### src/hdl/ple_pkg.sv
// Shared types and constants of the positional list engine.
package ple_pkg;

	localparam int unsigned KIND_W     = 3;
	localparam int unsigned ELEM_W     = 32;
	localparam int unsigned POS_W      = 8;
	localparam int unsigned STATUS_W   = 2;
	localparam int unsigned ELEM_CNT_W = 7;

	// Command queue between the front and back ends
	localparam int unsigned QUEUE_DEPTH = 2;
	localparam int unsigned QPTR_W      = $clog2(QUEUE_DEPTH);

	// Request kind codes as they arrive on the command channel
	localparam logic [KIND_W-1:0] KIND_INS_FRONT = 3'd0;
	localparam logic [KIND_W-1:0] KIND_INS_BACK  = 3'd1;
	localparam logic [KIND_W-1:0] KIND_INS_AT    = 3'd2;
	localparam logic [KIND_W-1:0] KIND_DEL_FRONT = 3'd3;
	localparam logic [KIND_W-1:0] KIND_DEL_BACK  = 3'd4;
	localparam logic [KIND_W-1:0] KIND_DEL_AT    = 3'd5;
	localparam logic [KIND_W-1:0] KIND_DUMP      = 3'd6;

	typedef enum logic [STATUS_W-1:0] {
		STATUS_OK     = 2'd0,
		STATUS_BADPOS = 2'd1,
		STATUS_EMPTY  = 2'd2,
		STATUS_FULL   = 2'd3
	} status_e;

	typedef enum logic [2:0] {
		OP_INS_FRONT,
		OP_INS_BACK,
		OP_INS_AT,
		OP_DEL_FRONT,
		OP_DEL_BACK,
		OP_DEL_AT,
		OP_DUMP,
		OP_NOP
	} op_e;

	typedef struct packed {
		op_e                      op;
		logic signed [ELEM_W-1:0] value;
		logic [POS_W-1:0]         position;
	} cmd_t;

	typedef enum logic [3:0] {
		ST_IDLE,
		ST_EXEC,
		ST_SHUP_RD,
		ST_SHUP_WR,
		ST_PUT,
		ST_SHDN_RD,
		ST_SHDN_WR,
		ST_DMP_RD,
		ST_DMP_OUT,
		ST_RES
	} state_e;

endpackage

### src/hdl/ple_ifs.sv
// Command and result channel interfaces of the positional list engine.
interface ple_cmd_if import ple_pkg::*; ();
	logic                     valid;
	logic                     ready;
	logic [KIND_W-1:0]        kind;
	logic signed [ELEM_W-1:0] value;
	logic [POS_W-1:0]         position;

	modport source (output valid, kind, value, position, input ready);
	modport sink (input valid, kind, value, position, output ready);
endinterface

interface ple_rsp_if import ple_pkg::*; ();
	logic                     valid;
	logic                     ready;
	logic [STATUS_W-1:0]      status;
	logic signed [ELEM_W-1:0] element;
	logic [ELEM_CNT_W-1:0]    element_count;
	logic                     last;

	modport source (output valid, status, element, element_count, last, input ready);
	modport sink (input valid, status, element, element_count, last, output ready);
endinterface

### src/hdl/positional_list_engine.sv
// Positional list engine: a packed, bounded list of signed 32-bit values
// with inserts and deletes at front, back or a 1-based position, and a
// front-to-back dump. A front end decodes and stages one request, which
// passes through a two-entry queue to a back end that owns the element store
// of LIST_DEPTH entries, so new requests are taken while a result waits.
// The back end touches the store once a cycle, a read or a write, so every
// entry moved takes a read state and a write state. An insert moves the
// entries from its slot onward up one and then writes the new value, a
// delete moves the entries after its slot down one, and a dump reads and
// sends each element in turn. The front end registers each request before
// it enters the queue, and a result that is not taken holds the back end in
// place. Errors (full, empty, invalid position) leave the list unchanged.
// No clearing pass follows reset: the store is only read below the element
// count.
module positional_list_engine import ple_pkg::*; #(
	parameter int unsigned LIST_DEPTH = 16
) (
	input  logic      clk,
	input  logic      arst_n,
	ple_cmd_if.sink   cmd,
	ple_rsp_if.source rsp
);

	logic push;
	cmd_t push_cmd;
	logic q_full;
	logic pop;
	cmd_t pop_cmd;
	logic q_valid;

	ple_front u_front (
		.clk      (clk),
		.arst_n   (arst_n),
		.cmd      (cmd),
		.q_full   (q_full),
		.push     (push),
		.push_cmd (push_cmd)
	);

	ple_queue u_queue (
		.clk       (clk),
		.arst_n    (arst_n),
		.push      (push),
		.push_cmd  (push_cmd),
		.full      (q_full),
		.pop       (pop),
		.pop_cmd   (pop_cmd),
		.not_empty (q_valid)
	);

	ple_back #(
		.LIST_DEPTH (LIST_DEPTH)
	) u_back (
		.clk     (clk),
		.arst_n  (arst_n),
		.q_valid (q_valid),
		.q_cmd   (pop_cmd),
		.pop     (pop),
		.rsp     (rsp)
	);

endmodule

### src/hdl/ple_front.sv
// Front end: accept requests, decode the kind and stage them for the queue.
module ple_front import ple_pkg::*; (
	input  logic        clk,
	input  logic        arst_n,
	ple_cmd_if.sink     cmd,
	input  logic        q_full,
	output logic        push,
	output cmd_t        push_cmd
);

	logic v_s1;
	cmd_t cmd_s1;
	op_e  op_dec;
	logic take;

	// Decode the raw kind into an operation
	always_comb begin
		unique case (cmd.kind)
			KIND_INS_FRONT: op_dec = OP_INS_FRONT;
			KIND_INS_BACK:  op_dec = OP_INS_BACK;
			KIND_INS_AT:    op_dec = OP_INS_AT;
			KIND_DEL_FRONT: op_dec = OP_DEL_FRONT;
			KIND_DEL_BACK:  op_dec = OP_DEL_BACK;
			KIND_DEL_AT:    op_dec = OP_DEL_AT;
			KIND_DUMP:      op_dec = OP_DUMP;
			default:        op_dec = OP_NOP;
		endcase
	end

	assign cmd.ready = !v_s1 || !q_full;
	assign take      = cmd.valid && cmd.ready;
	assign push      = v_s1 && !q_full;
	assign push_cmd  = cmd_s1;

	// Hold the staged request until the queue takes it
	always_ff @(posedge clk or negedge arst_n) begin
		if (!arst_n) begin
			v_s1 <= 1'b0;
		end else if (take) begin
			v_s1 <= 1'b1;
		end else if (push) begin
			v_s1 <= 1'b0;
		end
	end

	always_ff @(posedge clk) begin
		if (take) begin
			cmd_s1 <= '{op: op_dec, value: cmd.value, position: cmd.position};
		end
	end

endmodule

### src/hdl/ple_queue.sv
// Short command queue between the front and back ends.
module ple_queue import ple_pkg::*; (
	input  logic clk,
	input  logic arst_n,
	input  logic push,
	input  cmd_t push_cmd,
	output logic full,
	input  logic pop,
	output cmd_t pop_cmd,
	output logic not_empty
);

	cmd_t              entry_q [QUEUE_DEPTH];
	logic [QPTR_W-1:0] wr_ptr_q;
	logic [QPTR_W-1:0] rd_ptr_q;
	logic [QPTR_W:0]   fill_q;
	logic              do_push;
	logic              do_pop;

	assign full      = fill_q == (QPTR_W+1)'(QUEUE_DEPTH);
	assign not_empty = fill_q != '0;
	assign do_push   = push && !full;
	assign do_pop    = pop && not_empty;
	assign pop_cmd   = entry_q[rd_ptr_q];

	// Advance pointers and fill count
	always_ff @(posedge clk or negedge arst_n) begin
		if (!arst_n) begin
			wr_ptr_q <= '0;
			rd_ptr_q <= '0;
			fill_q   <= '0;
		end else begin
			if (do_push) begin
				wr_ptr_q <= QPTR_W'((QPTR_W+1)'(wr_ptr_q) + 1'b1 == (QPTR_W+1)'(QUEUE_DEPTH)
					? 0 : wr_ptr_q + 1'b1);
			end
			if (do_pop) begin
				rd_ptr_q <= QPTR_W'((QPTR_W+1)'(rd_ptr_q) + 1'b1 == (QPTR_W+1)'(QUEUE_DEPTH)
					? 0 : rd_ptr_q + 1'b1);
			end
			if (do_push && !do_pop) begin
				fill_q <= fill_q + 1'b1;
			end else if (do_pop && !do_push) begin
				fill_q <= fill_q - 1'b1;
			end
		end
	end

	always_ff @(posedge clk) begin
		if (do_push) begin
			entry_q[wr_ptr_q] <= push_cmd;
		end
	end

endmodule

### src/hdl/ple_back.sv
// Back end: run list operations on the element store and drive results.
module ple_back import ple_pkg::*; #(
	parameter int unsigned LIST_DEPTH = 16
) (
	input  logic     clk,
	input  logic     arst_n,
	input  logic     q_valid,
	input  cmd_t     q_cmd,
	output logic     pop,
	ple_rsp_if.source rsp
);

	localparam int unsigned AW = $clog2(LIST_DEPTH);
	localparam int unsigned CW = $clog2(LIST_DEPTH + 1);

	state_e state_q, state_d;

	cmd_t              cmd_q;
	logic [CW-1:0]     count_q;
	logic [AW-1:0]     idx_q;
	logic [AW-1:0]     tgt_q;
	status_e           status_q;

	logic [ELEM_W-1:0] mem_q [LIST_DEPTH];
	logic [ELEM_W-1:0] rd_data_q;

	logic              out_v_q;
	status_e           out_status_q;
	logic [ELEM_W-1:0] out_elem_q;
	logic [CW-1:0]     out_count_q;
	logic              out_last_q;

	// Request decode against the current count
	logic              full;
	logic              empty;
	logic [POS_W:0]    pos_ext;
	logic [POS_W:0]    cnt_ext;
	logic              pos_ok_ins;
	logic              pos_ok_del;
	logic [AW-1:0]     pos_idx;
	logic [AW-1:0]     tgt_d;
	status_e           status_d;
	logic              bad;

	// Control from the output block
	logic              out_free;
	logic              rd_en;
	logic [AW-1:0]     rd_addr;
	logic              wr_en;
	logic [AW-1:0]     wr_addr;
	logic [ELEM_W-1:0] wr_data;
	logic              load_res;
	logic              load_dump;
	logic              dump_last;
	logic              shdn_more;

	assign out_free  = !out_v_q || rsp.ready;
	assign full      = count_q == CW'(LIST_DEPTH);
	assign empty     = count_q == '0;
	assign pos_ext   = (POS_W+1)'(cmd_q.position);
	assign cnt_ext   = (POS_W+1)'(count_q);
	assign pos_ok_ins = cmd_q.position != '0 && pos_ext <= cnt_ext + 1'b1;
	assign pos_ok_del = cmd_q.position != '0 && pos_ext <= cnt_ext;
	assign pos_idx   = AW'(cmd_q.position - 1'b1);
	assign shdn_more = CW'(idx_q) + 1'b1 < count_q;
	assign dump_last = CW'(idx_q) + 1'b1 == count_q;

	// Classify the outcome of the request held in the back end
	always_comb begin
		tgt_d    = '0;
		status_d = STATUS_OK;
		bad      = 1'b0;
		unique case (cmd_q.op)
			OP_INS_FRONT, OP_INS_BACK, OP_INS_AT: begin
				if (full) begin
					status_d = STATUS_FULL;
					bad      = 1'b1;
				end else if (cmd_q.op == OP_INS_AT && !pos_ok_ins) begin
					status_d = STATUS_BADPOS;
					bad      = 1'b1;
				end
				if (cmd_q.op == OP_INS_BACK) begin
					tgt_d = AW'(count_q);
				end else if (cmd_q.op == OP_INS_AT) begin
					tgt_d = pos_idx;
				end
			end
			OP_DEL_FRONT, OP_DEL_BACK: begin
				if (empty) begin
					status_d = STATUS_EMPTY;
					bad      = 1'b1;
				end
				if (cmd_q.op == OP_DEL_BACK) begin
					tgt_d = AW'(count_q - 1'b1);
				end
			end
			OP_DEL_AT: begin
				if (!pos_ok_del) begin
					status_d = STATUS_BADPOS;
					bad      = 1'b1;
				end
				tgt_d = pos_idx;
			end
			OP_DUMP: begin
				if (empty) begin
					status_d = STATUS_EMPTY;
					bad      = 1'b1;
				end
			end
			default: begin
				bad = 1'b1;
			end
		endcase
	end

	// Next state
	always_comb begin
		state_d = state_q;
		unique case (state_q)
			ST_IDLE: begin
				if (q_valid) state_d = ST_EXEC;
			end
			ST_EXEC: begin
				if (bad) begin
					state_d = ST_RES;
				end else begin
					unique case (cmd_q.op)
						OP_INS_FRONT, OP_INS_BACK, OP_INS_AT:
							state_d = (AW'(count_q) == tgt_d) ? ST_PUT : ST_SHUP_RD;
						OP_DEL_FRONT, OP_DEL_BACK, OP_DEL_AT:
							state_d = ST_SHDN_RD;
						default:
							state_d = ST_DMP_RD;
					endcase
				end
			end
			ST_SHUP_RD: state_d = ST_SHUP_WR;
			ST_SHUP_WR: state_d = (idx_q - 1'b1 == tgt_q) ? ST_PUT : ST_SHUP_RD;
			ST_PUT:     state_d = ST_RES;
			ST_SHDN_RD: state_d = shdn_more ? ST_SHDN_WR : ST_RES;
			ST_SHDN_WR: state_d = ST_SHDN_RD;
			ST_DMP_RD:  state_d = ST_DMP_OUT;
			ST_DMP_OUT: begin
				if (out_free) state_d = dump_last ? ST_IDLE : ST_DMP_RD;
			end
			ST_RES: begin
				if (out_free) state_d = ST_IDLE;
			end
			default:    state_d = ST_IDLE;
		endcase
	end

	// Store ports and result loads per state
	always_comb begin
		pop       = 1'b0;
		rd_en     = 1'b0;
		rd_addr   = idx_q;
		wr_en     = 1'b0;
		wr_addr   = idx_q;
		wr_data   = rd_data_q;
		load_res  = 1'b0;
		load_dump = 1'b0;
		unique case (state_q)
			ST_IDLE:    pop = q_valid;
			ST_SHUP_RD: begin
				rd_en   = 1'b1;
				rd_addr = idx_q - 1'b1;
			end
			ST_SHUP_WR: wr_en = 1'b1;
			ST_PUT: begin
				wr_en   = 1'b1;
				wr_addr = tgt_q;
				wr_data = cmd_q.value;
			end
			ST_SHDN_RD: begin
				rd_en   = shdn_more;
				rd_addr = idx_q + 1'b1;
			end
			ST_SHDN_WR: wr_en = 1'b1;
			ST_DMP_RD:  rd_en = 1'b1;
			ST_DMP_OUT: load_dump = out_free;
			ST_RES:     load_res = out_free;
			default: ;
		endcase
	end

	// Control registers
	always_ff @(posedge clk or negedge arst_n) begin
		if (!arst_n) begin
			state_q <= ST_IDLE;
			count_q <= '0;
			out_v_q <= 1'b0;
		end else begin
			state_q <= state_d;
			if (state_q == ST_PUT) begin
				count_q <= count_q + 1'b1;
			end else if (state_q == ST_SHDN_RD && !shdn_more) begin
				count_q <= count_q - 1'b1;
			end
			if (load_res || load_dump) begin
				out_v_q <= 1'b1;
			end else if (rsp.ready) begin
				out_v_q <= 1'b0;
			end
		end
	end

	// Request fields and walk index
	always_ff @(posedge clk) begin
		if (pop) begin
			cmd_q <= q_cmd;
		end
		unique case (state_q)
			ST_EXEC: begin
				status_q <= status_d;
				tgt_q    <= tgt_d;
				if (cmd_q.op == OP_INS_FRONT || cmd_q.op == OP_INS_BACK ||
				    cmd_q.op == OP_INS_AT) begin
					idx_q <= AW'(count_q);
				end else if (cmd_q.op == OP_DUMP) begin
					idx_q <= '0;
				end else begin
					idx_q <= tgt_d;
				end
			end
			ST_SHUP_WR: idx_q <= idx_q - 1'b1;
			ST_SHDN_WR: idx_q <= idx_q + 1'b1;
			ST_DMP_OUT: begin
				if (out_free && !dump_last) idx_q <= idx_q + 1'b1;
			end
			default: ;
		endcase
	end

	// Element store, one write and one registered read per cycle
	always_ff @(posedge clk) begin
		if (wr_en) begin
			mem_q[wr_addr] <= wr_data;
		end
		if (rd_en) begin
			rd_data_q <= mem_q[rd_addr];
		end
	end

	// Result register
	always_ff @(posedge clk) begin
		if (load_res) begin
			out_status_q <= status_q;
			out_elem_q   <= '0;
			out_count_q  <= count_q;
			out_last_q   <= 1'b1;
		end else if (load_dump) begin
			out_status_q <= STATUS_OK;
			out_elem_q   <= rd_data_q;
			out_count_q  <= count_q;
			out_last_q   <= dump_last;
		end
	end

	assign rsp.valid         = out_v_q;
	assign rsp.status        = out_status_q;
	assign rsp.element       = out_elem_q;
	assign rsp.element_count = ELEM_CNT_W'(out_count_q);
	assign rsp.last          = out_last_q;

endmodule

### src/flat_wrapper.sv
// flat-port wrapper written by rule: the top's interface ports become plain ports
module positional_list_engine_flat import ple_pkg::*;
#(
	parameter int unsigned LIST_DEPTH = 16
)
  (clk, arst_n, cmd_valid, cmd_kind, cmd_value, cmd_position, cmd_ready, rsp_valid, rsp_status, rsp_element, rsp_element_count, rsp_last, rsp_ready);
  ple_cmd_if cmd_i ();
  ple_rsp_if rsp_i ();
  input  logic clk;
  input  logic arst_n;
  input wire logic [$bits(cmd_i.valid)-1:0] cmd_valid;
  input wire logic [$bits(cmd_i.kind)-1:0] cmd_kind;
  input wire logic [$bits(cmd_i.value)-1:0] cmd_value;
  input wire logic [$bits(cmd_i.position)-1:0] cmd_position;
  output wire logic [$bits(cmd_i.ready)-1:0] cmd_ready;
  output wire logic [$bits(rsp_i.valid)-1:0] rsp_valid;
  output wire logic [$bits(rsp_i.status)-1:0] rsp_status;
  output wire logic [$bits(rsp_i.element)-1:0] rsp_element;
  output wire logic [$bits(rsp_i.element_count)-1:0] rsp_element_count;
  output wire logic [$bits(rsp_i.last)-1:0] rsp_last;
  input wire logic [$bits(rsp_i.ready)-1:0] rsp_ready;
  assign cmd_i.valid = cmd_valid;
  assign cmd_i.kind = cmd_kind;
  assign cmd_i.value = cmd_value;
  assign cmd_i.position = cmd_position;
  assign cmd_ready = cmd_i.ready;
  assign rsp_valid = rsp_i.valid;
  assign rsp_status = rsp_i.status;
  assign rsp_element = rsp_i.element;
  assign rsp_element_count = rsp_i.element_count;
  assign rsp_last = rsp_i.last;
  assign rsp_i.ready = rsp_ready;
  positional_list_engine #(.LIST_DEPTH(LIST_DEPTH)) u_core (.clk(clk), .arst_n(arst_n), .cmd(cmd_i), .rsp(rsp_i));
endmodule
### config.mk
export PLATFORM = sky130hd
export DESIGN_NAME = positional_list_engine_flat
export DESIGN_NICKNAME = d
export VERILOG_FILES = /design/src/hdl/ple_pkg.sv /design/src/hdl/ple_ifs.sv /design/src/hdl/positional_list_engine.sv /design/src/hdl/ple_front.sv /design/src/hdl/ple_queue.sv /design/src/hdl/ple_back.sv /design/src/flat_wrapper.sv
export SDC_FILE = /design/constraint.sdc
export NUM_CORES = 1
export LEC_CHECK = 0
export BUFFER_PORTS_ARGS = -buffer_cell sky130_fd_sc_hd__buf_4
export CAP_MARGIN = 20
export CORE_ASPECT_RATIO = 1.5
export CORE_MARGIN = 5
export CORE_UTILIZATION = 50
export DETAILED_ROUTE_END_ITERATION = 12
export GPL_ROUTABILITY_DRIVEN = 1
export MAX_ROUTING_LAYER = met4
export PLACE_DENSITY = 0.72
export SETUP_SLACK_MARGIN = 0.4
export SYNTH_ARGS = -nofsm -noshare
export SYNTH_HDL_FRONTEND = slang
export SYNTH_SLANG_ARGS = --single-unit
### constraint.sdc
create_clock -name clk -period 13.2 [get_ports clk]
set_input_delay 1.32 -clock clk [delete_from_list [all_inputs] [get_ports clk]]
set_output_delay 1.32 -clock clk [all_outputs]
set_load 0.005 [all_outputs]
==> impl_metrics.toml, run 1 <==
[cts]
cts_hold_buf = 0
tritoncts_clock_tree = "done"
cts_made_buffers = 70
clock_latency_ps = 630
clockRootBuffer = "clkbuf_16"
worst_setup_hold_path_clk_slew_ps = 70
h_tree_level_count = 3
cts_max_path_buffers = 3
post_cts.repair.setup_buffers = 0
post_cts_resize_count = 0
cts.sinks = 781

[pwr]
report.power.total_uw = 9658
cellLeakagePower_uw = 0.01340
power_density_nw_per_um2 = 248.0
irDropWorstVdd_v = 0.0002854

[placed_design]
io_buffers = 88
gpl.final_weighted_congestion = 0.8578
placed_instance_count = 3659
detailed_place_hpwl_mm = 52.44
postPlaceCellArea_um2 = 36720
placement.setup.worst_slack_ps = 8934

[yosys]
synthesis.instances = 2840
dominantRegCellSynth = "edfxtp_1"
synthesis.area_um2 = 35310
seq_area_frac_synth_pct = 65.27
synth-edff-count = 733
synth.lib_cells_used.distinct = 74
mean_instance_size_in_the_synthesized_netlist_um2 = 12.43
yosys_register_bits = 781
share_of_flip_flops_with_an_asynchronous_set_or_reset_after_synthesis_pct = 1.921
yosysWarnings = 0

[floorplanning]
std_cell_rows = 119
die_h_um = 335.5
design.portCount = 91
die_area_um2 = 76150
floorplan.die.width_um = 227.0
design.core.area_um2 = 70130
start_util_pct = 50.35

[route]
vias_per_cell = 6.318
drc = 0
routed-via-count = 23919
drtPass1Iterations = 8
drt_wl_total_mm = 93.02
antenna_violating_nets_post_route = 0
count_of_routing_violations_after_the_opening_detailed_route_iteration = 2509
wl_per_cell_um = 24.57

[sta]
report.final.setup_viol = 0
layout_min_cycle_time_ps = 4408
tns_ps = 0
timing.clock.skew_ps = 18.15
layout_setup_ws_ps = 8792
rsz0062_at_grt = "false"
number_of_pins_with_negative_max_slew_slack_in_the_final_report = 0
worst_slew_pin_slew_ps = 1120
relSlewSlack_pct = 25.35
hold_violations = 0
maxClockFrequency_ghz = 0.2269
timing.final.crit_share_pct = 33.39

[global_route]
grt_max_degree = 169
first_global_vias = 23539
globalRouteTotalUtil_pct = 24.51
global_route_wire_length_before_repair_mm = 138.9
grt_antenna_before_repair = 0
grt-ovfl-total = 0

[setup_path]
criticalPathCategory = "flop to flop"
cp.arrival_ps = 4750
required_ps = 13540
maximum_fanout_along_the_worst_path = 112
rr_worst_depth = 9
timing.critical_path.to_type = "flop"
worst_setup_path_start_kind = "flop"

[cells_and_area]
final_area_um2 = 38940
syn2layout_area_growth_pct = 10.28
diodes = 0
final-instance-count-excl-fill = 3786
num-nets-final = 2894
drive_above_1_share_pct = 14.80

[status]
status = "finished, final reports clean"

[min_path]
whs_path_depth = 0
hold_class = "flop to flop"

[flow_run]
timing.max_cap.violations = 0
==> layer usage <==
metal  GRT usage (%)  up-vias  share of wire [%]
met2           42.10     1244                 52
met4           10.11        0                4.4
met1           29.09    11842                 36
li1                -    10568                  -
met5               -        -                  0
met3           3.481      265                7.8
==> cell type report <==
type	count	area (µm²)
multi-input combinational	1813	11420
sequential	781	23050
fill	5400	31190
clock inverter	33	281.5
tap	907	1135
inverter	24	95.09
timing repair buffer	134	1018
clock buffer	94	1946
==> synthesized netlist by cell type, types with 9 or more instances <==
cell / n / area (µm²)
a211oi_1: 70 / 525.5
a21oi_1: 280 / 1401
a22o_1: 32 / 280.3
a311oi_1: 65 / 569.3
a32oi_1: 33 / 289.0
buf_1: 18 / 67.56
buf_2: 53 / 265.3
buf_4: 14 / 105.1
clkbuf_1: 138 / 518.0
dfrtp_1: 15 / 375.4
dfxtp_1: 33 / 660.6
edfxtp_1: 733 / 22010
ha_1: 23 / 287.8
inv_1: 23 / 86.33
mux2_2: 105 / 1182
mux2i_1: 102 / 1021
nand2_1: 634 / 2380
nand2b_1: 72 / 450.4
nand3_1: 13 / 65.06
nor2_1: 42 / 157.7
nor2b_1: 10 / 62.56
nor3_1: 10 / 50.05
o211ai_1: 72 / 540.5
o21ai_0: 17 / 85.08
or3_1: 33 / 206.5
or3b_1: 18 / 157.7
or3b_2: 48 / 420.4
xnor2_1: 19 / 166.4
xor2_1: 9 / 78.83
==> cell usage in the layout, fill, tap and decap left out, types with 5 or more instances in the layout <==
cell,instances
nor2_4,15
a22o_1,32
nor2b_1,8
a31oi_1,8
clkinvlp_4,5
clkbuf_1,17
clkinv_2,9
mux2_2,105
xor2_1,9
buf_4,133
inv_1,22
or3_1,33
clkbuf_16,73
ha_1,23
a21oi_1,280
nand2_1,634
mux2i_1,102
a311oi_1,65
a211oi_1,70
a22oi_1,7
nor2_1,27
o21ai_0,17
a32oi_1,33
nor4b_1,5
nor3_1,10
or3b_1,18
dfxtp_1,33
nand3_1,12
or3b_2,48
a21o_1,5
o211ai_1,72
edfxtp_1,733
and3_1,6
o22ai_1,7
nand2b_1,72
xnor2_1,19
dfrtp_1,14
clkinv_1,10
==> metrics by stage <==
| step | hold slack (ps) | util [%] |
|---|---|---|
| 2_1_floorplan | 421.5 | - |
| 3_3_place_gp | 422.9 | 52.35 |
| 3_5_place_dp | 432.7 | 52.35 |
| 4_1_cts | 442.8 | 55.53 |
| 5_1_grt | 461.6 | 55.53 |
| 6_report | 439.9 | 55.53 |
==> kinds of logic (layout without fill, tap and decap cells) <==
logic type,after synthesis,after routing,share of synthesized area (%)
mux,209,209,6.304
simple gates,922,922,12.14
buf+inv,247,285,2.962
other cells,1,2,0.01062
fa+ha+maj,23,23,0.8150
flops,781,781,65.27
compound gates,628,628,11.76
xor+xnor,29,29,0.7406
==> worst paths after layout <==
path | slack (ps) | from | end
max | 8790 | u_core.u_back.idx_q[0]$_DFFE_PP_ | u_core.u_back.rd_data_q[23]$_DFFE_PP_
min | 440 | u_core.u_front.push_cmd[27]$_DFFE_PP_ | u_core.u_queue.entry_q[1][27]$_DFFE_PP_
max reg2reg | 8790 | u_core.u_back.idx_q[0]$_DFFE_PP_ | u_core.u_back.rd_data_q[23]$_DFFE_PP_
min reg2reg | 440 | u_core.u_front.push_cmd[27]$_DFFE_PP_ | u_core.u_queue.entry_q[1][27]$_DFFE_PP_
max in group asynchronous | 12450 | arst_n | u_core.u_queue.rd_ptr_q$_DFFE_PN0P_
min in group asynchronous | 550 | arst_n | u_core.u_front.v_s1$_DFFE_PN0P_
==> registers in the layout, indices dropped and copies added (netlist names) <==
register	count
u_core.u_back.mem_q	512
u_core.u_queue.entry_q	86
u_core.u_back.cmd_q	43
u_core.u_front.push_cmd	43
u_core.u_back.rd_data_q	32
u_core.u_back.rsp.element	32
u_core.u_back.count_q	5
u_core.u_back.out_count_q	5
u_core.u_back.idx_q	4
u_core.u_back.state_q	4
u_core.u_back.tgt_q	4
u_core.u_back.rsp.status	2
u_core.u_back.status_q	2
u_core.u_queue.fill_q	2
u_core.u_back.rsp.last	1
u_core.u_back.rsp.valid	1
u_core.u_front.v_s1	1
u_core.u_queue.rd_ptr_q	1
u_core.u_queue.wr_ptr_q	1
==> report_power, final <==
group | internal [µW] | switching, µW | leakage, µW | total [µW]
sequential | 3450 | 315 | 0.00715 | 3770
clock | 1090 | 904 | 0.00108 | 1990
combinational | 1460 | 2430 | 0.00518 | 3890
total | 6010 | 3650 | 0.0134 | 9660
==> worst max-delay path, cell delays in order (launching register included) <==
cell      delay, ps
edfxtp_1        430
buf_4           830
buf_4           910
buf_4           740
nand2b_1        190
a211oi_1         70
a311oi_1        290
mux2i_1         170
a32oi_1         210
o211ai_1        120
(Power assumes the default switching activity.)
==> run 2: changes to the inputs <==
- PLACE_DENSITY: 0.72 -> 0.75
- clock period: 13.2 -> 4 ns (I/O delays scaled with it)
==> impl_metrics.toml, run 2 (synthesis gave the netlist of run 1 again) <==
[status]
status = "finished, final reports clean"

[setup_path]
required_ps = 4360
r2r-end = "u_core.u_back.rd_data_q[3]$_DFFE_PP_"
critical_path.slowest_cell = "edfxtp_1"
cp.arrival_ps = 3710
worst_setup_path_start_kind = "flop"
timing.critical_path.to_type = "flop"
criticalPathCategory = "flop to flop"
rr_worst_depth = 10
path_delay_family = "compound AO/OA/AOI/OAI gates"
cp_num_cells = 10
worstPathCellList = "inv_1 > ha_1 > nor4b_1 > o21ai_1 > o211ai_4 > buf_4 > buf_12 > or3b_2 > a32oi_1 > o211ai_1"
maximum_fanout_along_the_worst_path = 37
worstSetupEndpoint = "u_core.u_back.rd_data_q[3]$_DFFE_PP_"
startpoint = "u_core.u_back.idx_q[1]$_DFFE_PP_"
critical_path.reg2reg.startpoint = "u_core.u_back.idx_q[1]$_DFFE_PP_"
reg2reg_setup_slack_ps = 650
critical_path_max_stage_delay_ps = 520
path_buf_inv = 3

[flow_run]
timing.max_cap.violations = 0

[cells_and_area]
drive_above_1_share_pct = 15.50
num-nets-final = 2971
most_common_cell_after_layout_fill_and_taps_aside = "edfxtp_1"
diodes = 0
fillCellCount = 5297
final-instance-count-excl-fill = 3862
multi_input_comb_area_um2 = 11460
syn2layout_area_growth_pct = 13.38
largest_reg_flops = 512
mostFrequentLayoutCells = "edfxtp_1 (733), nand2_1 (634), a21oi_1 (280)"
final-seq-area_um2 = 23050
top_register = "u_core.u_back.mem_q"
reg.largest.list = "u_core.u_back.mem_q (512), u_core.u_queue.entry_q (86)"

[route]
wl_per_cell_um = 23.96
drtPass1Iterations = 6
count_of_routing_violations_after_the_opening_detailed_route_iteration = 2456
routed-via-count = 24220
vias_per_cell = 6.271
antenna_violating_nets_post_route = 0
drc = 0
drt_wl_total_mm = 92.53

[cts]
worst_setup_hold_path_clk_slew_ps = 70
cts.sinks = 781
cts_max_path_buffers = 3
cts_made_buffers = 71
clockRootBuffer = "clkbuf_16"
h_tree_level_count = 3
clock_latency_ps = 630
tritoncts_clock_tree = "done"

[pwr]
cellLeakagePower_uw = 0.01389
report.power.total_uw = 32780
power_density_nw_per_um2 = 818.8
irDropWorstVdd_v = 0.0006766

[global_route]
first_global_vias = 24362
grt-ovfl-total = 0
global_route_wire_length_before_repair_mm = 140.7
globalRouteTotalUtil_pct = 24.59
grt_max_degree = 206
grt_antenna_before_repair = 0

[sta]
timing.final.crit_share_pct = 83.81
tns_ps = 0
worst_slew_pin_slew_ps = 1123
maxClockFrequency_ghz = 0.2983
fin_hold_ws_ps = 186.4
rsz0062_at_grt = "false"
report.final.setup_viol = 0
relSlewSlack_pct = 25.14
number_of_pins_with_negative_max_slew_slack_in_the_final_report = 0
timing.clock.skew_ps = 33.04
hold_violations = 0
layout_min_cycle_time_ps = 3352

[placed_design]
placed_instance_count = 3686
io_buffers = 88
detailed_place_hpwl_mm = 54.08
gpl.final_weighted_congestion = 0.8806

[floorplanning]
design.portCount = 91
die_area_um2 = 76150
floorplan.die.width_um = 227.0
design.core.area_um2 = 70130
die_h_um = 335.5
start_util_pct = 50.35
std_cell_rows = 119

[min_path]
hold_class = "primary input to flop"
run 2: final cells by class:
class / count / area share, %
clock inverters: 35 / 1.069
inverters: 24 / 0.2375
well taps: 907 / 2.835
repair buffers: 210 / 4.844
multi-input cells: 1813 / 28.62
clock buffers: 92 / 4.819
flip-flops and latches: 781 / 57.57
run 2: layer usage:
layer	vias to the layer above	share of wire, %	wire (µm)	GRT usage (%)
li1	10729	-	-	-
met1	11933	35	32320	28.73
met2	1279	52	48410	42.10
met3	279	7.9	7264	3.393
met4	0	4.9	4532	11.51
met5	-	0	0	-
run 2: power breakdown:
group / leakage [µW] / switching [µW] / total, µW / internal, µW
registers: 0.00715 / 1030 / 12400 / 11400
clock network: 0.00115 / 2980 / 6930 / 3950
logic: 0.00559 / 8190 / 13400 / 5240
run 2: worst min path at each step:
stage / to / slack, ps / start / cells past startpoint
final: u_core.u_back.rsp.valid$_DFFE_PN0P_ / 190 / rsp_ready / 3
after floorplan: u_core.u_back.count_q[0]$_DFFE_PN0P_ / 100 / arst_n / 0
after global placement: u_core.u_back.count_q[3]$_DFFE_PN0P_ / 290 / arst_n / 1
after CTS: u_core.u_back.rsp.valid$_DFFE_PN0P_ / 150 / rsp_ready / 3
after detailed placement: u_core.u_front.v_s1$_DFFE_PN0P_ / 290 / arst_n / 1
after global routing: u_core.u_back.rsp.valid$_DFFE_PN0P_ / 190 / rsp_ready / 3
run 2: what timing repair did:
item                                   4_1_cts  5_1_grt
setup buffers                                0        3
hold buffers                                45        0
setup endpoints to repair                    0       26
endpoints found under the hold margin       59        0
resized for setup                            0        2
run 2: worst register-to-register path, delay by kind of cell (launching register included):
kind,cells,cell delay [ps]
flops,1,520
simple gates,2,840
buf+inv,3,500
compound gates,4,850
fa+ha+maj,1,390
run 2: stage by stage:
step | util [%] | area, µm² | setup WS (ps)
CTS | 57.00 | 39970 | 519.2
finish | 57.09 | 40040 | 647.7
global route | 57.09 | 40040 | 498.4
detailed placement | 53.00 | 37170 | 506.4
global placement | 53.00 | 37170 | 590.8
floorplan | - | 35360 | 171.4
